==> config.mk <==
export PLATFORM = sky130hd
export DESIGN_NAME = mcf_ctrl
export DESIGN_NICKNAME = d
export VERILOG_FILES = /design/src/hdl/mcf_pkg.sv /design/src/hdl/mcf_ctrl.sv
export SDC_FILE = /design/constraint.sdc
export NUM_CORES = 1
export LEC_CHECK = 0
export ABC_CLOCK_PERIOD_IN_PS = 1600
export BUFFER_PORTS_ARGS = -buffer_cell sky130_fd_sc_hd__buf_2
export CORE_AREA = 10 10 47 49
export DETAILED_ROUTE_END_ITERATION = 12
export DIE_AREA = 0 0 57 59
export RECOVER_POWER = 100
export SLEW_MARGIN = 10
export SYNTH_ARGS = -nofsm -noshare
export SYNTH_HDL_FRONTEND = slang
export SYNTH_SLANG_ARGS = --single-unit
export TNS_END_PERCENT = 50
==> constraint.sdc <==
create_clock -name clk -period 1.6 [get_ports clk]
set_clock_uncertainty 0.05 [all_clocks]
set_input_delay 0.16 -clock clk [delete_from_list [all_inputs] [get_ports clk]]
set_output_delay 0.16 -clock clk [all_outputs]
set_load 0.01 [all_outputs]
==> src/hdl/mcf_pkg.sv <==
// ----------------------------------------------------------------------------
// mcf_pkg
// Shared types and constants of the multipath complex FIR unit.
// ----------------------------------------------------------------------------
package mcf_pkg;

	// parameter defaults
	localparam int NUM_PATHS_DEF   = 8;
	localparam int MAX_TAPS_DEF    = 64;
	localparam int SAMPLE_BITS_DEF = 16;

	// fixed port widths
	localparam int PATH_W = 3;
	localparam int TIX_W  = 6;
	localparam int VAL_W  = 16;
	localparam int TCNT_W = 7;
	localparam int SUM_W  = 40;

	typedef enum logic {
		CMD_WEIGHT = 1'b0,
		CMD_SAMPLE = 1'b1
	} cmd_t;

	// controller -> datapath
	typedef struct packed {
		logic clear_step;
		logic load_weight;
		logic load_sample;
		logic issue;
	} dp_cmd_t;

	// datapath -> controller
	typedef struct packed {
		logic path_ok;
		logic clear_last;
		logic issue_last;
		logic pipe_idle;
	} dp_stat_t;

endpackage

==> src/hdl/mcf_ctrl.sv <==
// ----------------------------------------------------------------------------
// mcf_ctrl
// Sequencer: store clearing after reset, request decode, tap loop, result strobe.
// ----------------------------------------------------------------------------
module mcf_ctrl import mcf_pkg::*; (
	input  logic     clk,
	input  logic     arst_n,
	input  logic     start,
	input  logic     cmd,
	input  dp_stat_t stat,
	output dp_cmd_t  ctl,
	output logic     busy,
	output logic     done
);

	typedef enum logic [4:0] {
		ST_CLEAR = 5'b00001,
		ST_IDLE  = 5'b00010,
		ST_MAC   = 5'b00100,
		ST_DRAIN = 5'b01000,
		ST_DONE  = 5'b10000
	} state_t;

	state_t state_q, state_d;
	logic   accept;

	assign accept = start && (state_q == ST_IDLE);

	always_comb begin
		ctl.clear_step  = (state_q == ST_CLEAR);
		ctl.load_weight = accept && (cmd == CMD_WEIGHT) && stat.path_ok;
		ctl.load_sample = accept && (cmd == CMD_SAMPLE) && stat.path_ok;
		ctl.issue       = (state_q == ST_MAC);
	end

	always_comb begin
		state_d = state_q;
		case (state_q)
			ST_CLEAR: begin
				if (stat.clear_last)
					state_d = ST_IDLE;
			end
			ST_IDLE: begin
				if (ctl.load_sample)
					state_d = ST_MAC;
			end
			ST_MAC: begin
				if (stat.issue_last)
					state_d = ST_DRAIN;
			end
			ST_DRAIN: begin
				// wait for the last products to land in the accumulator
				if (stat.pipe_idle)
					state_d = ST_DONE;
			end
			ST_DONE: begin
				state_d = ST_IDLE;
			end
			default: begin
				state_d = ST_IDLE;
			end
		endcase
	end

	always_ff @(posedge clk or negedge arst_n) begin
		if (!arst_n)
			state_q <= ST_CLEAR;
		else
			state_q <= state_d;
	end

	assign busy = (state_q != ST_IDLE);
	assign done = (state_q == ST_DONE);

endmodule

==> impl_metrics.toml, run 1 <==
[pwr]
ir_drop_v = 0.0002043
power_density_mw_per_mm2 = 782.6
power_leakage_nw = 0.2121

[clock_network]
clock_tree.root_cell = "sky130_fd_sc_hd__clkbuf_4"
clock_tree_from_tritoncts = "yes"
worst_skew_pair.late_latency_ns = 0.24
postCtsSetupBuffers = 0
cts_inserted_buffers = 3
clk_transition_reported_paths_ns = 0.04
ctsLongestPathBuffers = 2
h-tree-depth = 1
numClockSinks = 5

[synth]
post_synth_fa_ha_maj_area_fraction_pct = 0
ys_types = 20
post_synth_most_frequent_cells = "sky130_fd_sc_hd__nor2_1, sky130_fd_sc_hd__dfrtp_1"
synth_top_family_by_area = "simple AND/OR/NAND/NOR gates"
synth.most_common_cell = "sky130_fd_sc_hd__nor2_1"
synth-seq-cells = 5
post_synth_edffs = 0
synth_fp_nets = 40
yosysWarningCount = 0
synth_async_sr_flop_share_pct = 100.0
syn-mean-instance-area_sq_um = 8.876
postSynthCellCount = 32
post_synth_mux_area_share_pct = 0
yosysSeqAreaShare_pct = 44.49
yosysTopAreaCellShare_pct = 35.24
synth_area_sq_um = 284.0
synth_compound_gate_area_share_pct = 11.01
synth.area.top_cells = "sky130_fd_sc_hd__dfrtp_1, sky130_fd_sc_hd__dfstp_2, sky130_fd_sc_hd__nor2_1"
synth_area_leader_cell = "sky130_fd_sc_hd__dfrtp_1"
ys.flop_type = "sky130_fd_sc_hd__dfrtp_1"
yosys.area_share.simple_pct = 41.85
post_synth_xor_area_fraction_pct = 0

[global_route]
pin_count_of_the_biggest_net_entering_global_routing = 9
globalRouteTotalUtil_pct = 5.370
grt_pass1_wl_microns = 1359
first_global_vias = 315
globalRouteOverflowTotal = 0
grt_antenna_before_repair = 0

[route]
post-route-drc-count = 0
post_drt_via_cell_ratio = 4.697
post_detailed_route_count_of_antenna_violating_nets = 0
wire_per_inst_microns = 12.53
drt-initial-drc-count = 2
detail_route.first_pass.iterations = 4
detail_route.wirelength_microns = 827
route.vias.total = 310

[worst_setup_path]
worstReg2RegStart = "state_q[0]"
crit_required_ns = 1.39
setup.worst_path.start = "state_q[0]"
path_class = "reg -> out"
timing.critical_path.cells = "nor2_1 > nand4_1 > inv_1 > clkbuf_2"
regToRegSetupSlack_ns = 0.25
crit_path_max_fanout = 7
startpoint_type = "flop"
endpoint_kind = "primary output"
worst_ep_arrival_time_ns = 1.27
ff2ff_path_depth = 3
timing.critical_path.slowest_stage_cell = "sky130_fd_sc_hd__dfstp_1"
timing.rr.end = "state_q[1]"
crit_path_max_incr_delay_ns = 0.62

[placed_design]
dp_slack_ns = 0.3125
port_buffers = 13
gp_routability_congestion = 0.7687

[sta]
worst_pin_slew_ns = 0.2858
final_hold_viol_count = 0
finalMaxSlewViolations = 0
rsz0062_at_grt = "no"
timing.final.crit_share_pct = 92.59
timing.fmax_mhz = 675.0
setup_total_negative_slack_ns = 0
finalSetupViolCount = 0
final_critical_path_setup_slack_ns = 0.1186
slew_headroom_pct = 80.95
period_needed_ns = 1.481

[final_layout]
fillerInstances = 160
post_route_cells_drive_above_1_share_pct = 28.00
largest_register_ffs = 5
biggestRegsByFlops = "state_q: 5 flops"
layout.nets = 59
synth_to_final_area_change_pct = 42.73
registers.top_by_ff_count = "state_q"
antenna_cells = 0

[min_path]
hold_path_startpoint = "stat[1]"
worst_hold_path.endpoint = "state_q[2]"
hold_class = "in -> reg"
hold-path-cell-count = 2

[floorplan]
start_util_pct = 20.27
coreArea_sq_mm = 0.001401
placement_rows = 14
io_pins = 14
die-width_microns = 57
die-height_microns = 59
floorplan.die_area_sq_mm = 0.003363

[status]
run_status = "finished clean"

[job]
maxCapViolCount = 0
-- report_power, final --
part	internal [W]	switching, W	leakage (nW)
Combinational	0.0000174	0.0000178	0.136
Clock	0.0000944	0.0000533	0.0150
Sequential	0.000129	0.00000489	0.0615
Total	0.000241	0.0000760	0.212
-- worst max-delay path, delay by kind of cell, from the launching register on --
kind | cells | cell delay, ns
flops | 1 | 0.62
simple gates | 2 | 0.24
buf+inv | 2 | 0.17
-- through the flow --
stage	utilization (%)	hold WS (ns)	power, W	std cells	cell area, sq um
floorplan	-	-0.1856	0.0001507	32	284.0
global placement	26.34	-0.06630	0.0001706	61	369.1
detailed placement	26.34	-0.06167	0.0001711	61	369.1
CTS	28.93	0.07966	0.0003275	66	405.4
global route	28.93	0.08111	0.0003446	66	405.4
finish	28.93	0.09234	0.0003172	66	405.4
-- timing repair --
action                                  in CTS  in global routing
resized for setup                            0                  1
endpoints found under the setup margin       0                  1
hold endpoints to repair                     5                  0
hold buffers                                 1                  0
-- cells in the final DEF, fill, tap and decap left out --
cell                            synthesis  final
sky130_fd_sc_hd__and3b_2                1      1
sky130_fd_sc_hd__nor4_1                 2      2
sky130_fd_sc_hd__nor3b_1                1      1
sky130_fd_sc_hd__a21oi_1                1      1
sky130_fd_sc_hd__nor3_2                 0      1
sky130_fd_sc_hd__o31ai_1                1      1
sky130_fd_sc_hd__inv_1                  2      2
sky130_fd_sc_hd__clkbuf_1               0      5
sky130_fd_sc_hd__nand4_1                1      1
sky130_fd_sc_hd__dfrtp_1                4      4
sky130_fd_sc_hd__dlygate4sd3_1          0      1
sky130_fd_sc_hd__and3_1                 2      2
sky130_fd_sc_hd__nor2_1                 5      5
sky130_fd_sc_hd__o21ai_0                2      2
sky130_fd_sc_hd__o31a_1                 1      1
sky130_fd_sc_hd__and3b_1                1      1
sky130_fd_sc_hd__clkbuf_2               0      2
sky130_fd_sc_hd__dfstp_1                0      1
sky130_fd_sc_hd__nand3b_1               2      2
sky130_fd_sc_hd__nor2b_1                1      1
sky130_fd_sc_hd__nand3_1                1      1
sky130_fd_sc_hd__and2b_1                1      1
sky130_fd_sc_hd__buf_2                  0      7
sky130_fd_sc_hd__clkbuf_4               0      3
sky130_fd_sc_hd__nand2_1                1      1
-- logic make-up (layout without fill, tap and decap cells) --
logic type	count (synthesis)	in the layout
flops	5	5
buf+inv	2	20
compound gates	5	5
simple gates	20	20
-- per-layer routing --
metal | track usage [%] | share of wire [%] | vias to the layer above | routed length (microns)
li1 | - | - | 157 | -
met1 | 5.974 | 49 | 136 | 403
met2 | 6.047 | 38 | 15 | 318
met3 | 2.361 | 9.4 | 2 | 78
met4 | 8.054 | 3.3 | 0 | 27
met5 | 0 | 0 | - | 0
-- final cells by class --
class                           count  area (sq um)  share of cell area [%]
Timing Repair Buffer               14         70.07                   17.28
Tap cell                           16         20.02                   4.938
Multi-Input combinational cell     25         155.1                   38.27
Inverter                            2         7.507                   1.852
Clock buffer                        4         26.28                   6.481
Sequential cell                     5         126.4                   31.17
-- how the worst max path moves through the flow --
stage          cells past startpoint    endpoint  slack, ns
2_1_floorplan                      3  state_q[1]       0.41
3_3_place_gp                       3  state_q[1]       0.31
3_5_place_dp                       3  state_q[1]       0.31
6_report                           4      ctl[1]       0.12
4_1_cts                            3      ctl[3]       0.06
5_1_grt                            4      ctl[2]       0.02
Note: power is estimated with default switching activity, not from simulation.
==> run 2: changes to the inputs <==
Settings changed: CTS_BUF_LIST from default to sky130_fd_sc_hd__clkbuf_16.
==> impl_metrics.toml, run 2 (synthesis gave the netlist of run 1 again) <==
[floorplan]
die-width_microns = 57
die-height_microns = 59
io_pins = 14
floorplan.die_area_sq_mm = 0.003363
start_util_pct = 20.27
coreArea_sq_mm = 0.001401
placement_rows = 14

[worst_setup_path]
endpoint_kind = "primary output"
path_class = "reg -> out"
worst_ep_arrival_time_ns = 1.26
crit_required_ns = 1.39
crit_path_max_fanout = 7
startpoint_type = "flop"

[global_route]
first_global_vias = 323
global_route_met1_utilization_pct = 5.974
gr-usage-met3_pct = 3.004
pin_count_of_the_biggest_net_entering_global_routing = 9
grt_pass1_wl_microns = 1380
globalRouteOverflowTotal = 0
routing_usage_on_met2_pct = 6.202
grt_antenna_before_repair = 0
globalRouteTotalUtil_pct = 5.414
busiest_layer = "met4"

[sta]
final_hold_viol_count = 0
period_needed_ns = 1.468
setup_total_negative_slack_ns = 0
worst_pin_slew_ns = 0.2897
timing.hold.ws_ns = 0.1062
rsz0062_at_grt = "no"
timing.final.crit_share_pct = 91.74
finalSetupViolCount = 0
finalMaxSlewViolations = 0
timing.fmax_mhz = 681.3
slew_headroom_pct = 80.68

[clock_network]
ctsLongestPathBuffers = 2
worst_skew_pair.late_latency_ns = 0.23
numClockSinks = 5
clock_tree.root_cell = "sky130_fd_sc_hd__clkbuf_16"
clock_tree_from_tritoncts = "yes"
cts_inserted_buffers = 3
clk_transition_reported_paths_ns = 0.03
h-tree-depth = 1

[final_layout]
multi_input_area_sq_um = 155.1
post_route_cells_drive_above_1_share_pct = 28.00
largest_register_ffs = 5
layout.cell_area.non_filler_sq_um = 457.9
synth_to_final_area_change_pct = 61.23
layout_commonest_cell = "sky130_fd_sc_hd__buf_2"
layout.cells.most_common_list = "sky130_fd_sc_hd__buf_2, sky130_fd_sc_hd__nor2_1, sky130_fd_sc_hd__clkbuf_1, sky130_fd_sc_hd__dfrtp_1"
layout.nets = 59
area.sequential_sq_um = 126.4
antenna_cells = 0
registers.top_by_ff_count = "state_q"
fillerInstances = 154
biggestRegsByFlops = "state_q: 5 flops"
final_core_utilization_pct = 32.68

[status]
run_status = "finished clean"

[pwr]
power_leakage_nw = 0.2396
power_density_mw_per_mm2 = 1262
ir_drop_v = 0.0005459
power_w = 0.0005781

[placed_design]
place_area_sq_um = 369.1
port_buffers = 13
gp_routability_congestion = 0.7687

[route]
wire_per_inst_microns = 12.56
post_drt_via_cell_ratio = 4.697
post-route-drc-count = 0
route.vias.total = 310
detail_route.wirelength_microns = 829
post_detailed_route_count_of_antenna_violating_nets = 0
detail_route.first_pass.iterations = 4
drt-initial-drc-count = 4

[job]
maxCapViolCount = 0

[min_path]
hold_class = "in -> reg"
## run 2: per-layer routing
layer | part of all wire [%] | up-vias
li1 | - | 157
met1 | 49 | 134
met2 | 36 | 15
met3 | 9.3 | 4
met4 | 5.2 | 0
met5 | 0 | -
## run 2: layout make-up
type | instances | share of cell area (%)
multi-input cells | 25 | 33.88
flip-flops and latches | 5 | 27.60
clock buffers | 3 | 16.39
repair buffers | 14 | 15.30
well taps | 16 | 4.372
inverters | 2 | 1.639
clock inverters | 1 | 0.8197
## run 2: stage by stage
step,cells,worst slack [ns]
after CTS,66,0.08905
after global routing,66,0.03658
after global placement,61,0.3111
after floorplan,32,0.4070
after detailed placement,61,0.3125
final,66,0.1321
## run 2: repair_timing
action / CTS / global route
hold buffers: 1 / 0
setup buffers: 0 / 0
resized for setup: 0 / 1
hold endpoints to repair: 5 / 0
endpoints found under the setup margin: 0 / 1
## run 2: worst paths after layout
kind / startpoint / to / slack, ns / cells past startpoint
setup / recovery: state_q[0] / ctl[1] / 0.13 / 4
hold / removal: stat[1] / state_q[2] / 0.11 / 2
setup reg to reg: state_q[0] / state_q[1] / 0.26 / 3
hold reg to reg: state_q[4] / state_q[4] / 0.51 / 1
max in group asynchronous: arst_n / state_q[0] / 0.95 / 2
min in group asynchronous: arst_n / state_q[2] / 0.28 / 2
## run 2: worst max-delay path, stage by stage, from the launching register on
cell,delay [ns]
sky130_fd_sc_hd__dfstp_1,0.62
sky130_fd_sc_hd__nor2_1,0.10
sky130_fd_sc_hd__nand4_1,0.14
sky130_fd_sc_hd__inv_1,0.05
sky130_fd_sc_hd__clkbuf_2,0.12
## run 2: power breakdown
group | total (W) | leakage, nW | internal (W) | switching, W
Sequential | 0.000135 | 0.0615 | 0.000130 | 0.00000482
Clock | 0.000408 | 0.0423 | 0.000324 | 0.0000843
Combinational | 0.0000353 | 0.136 | 0.0000174 | 0.0000179
Total | 0.000578 | 0.240 | 0.000471 | 0.000107
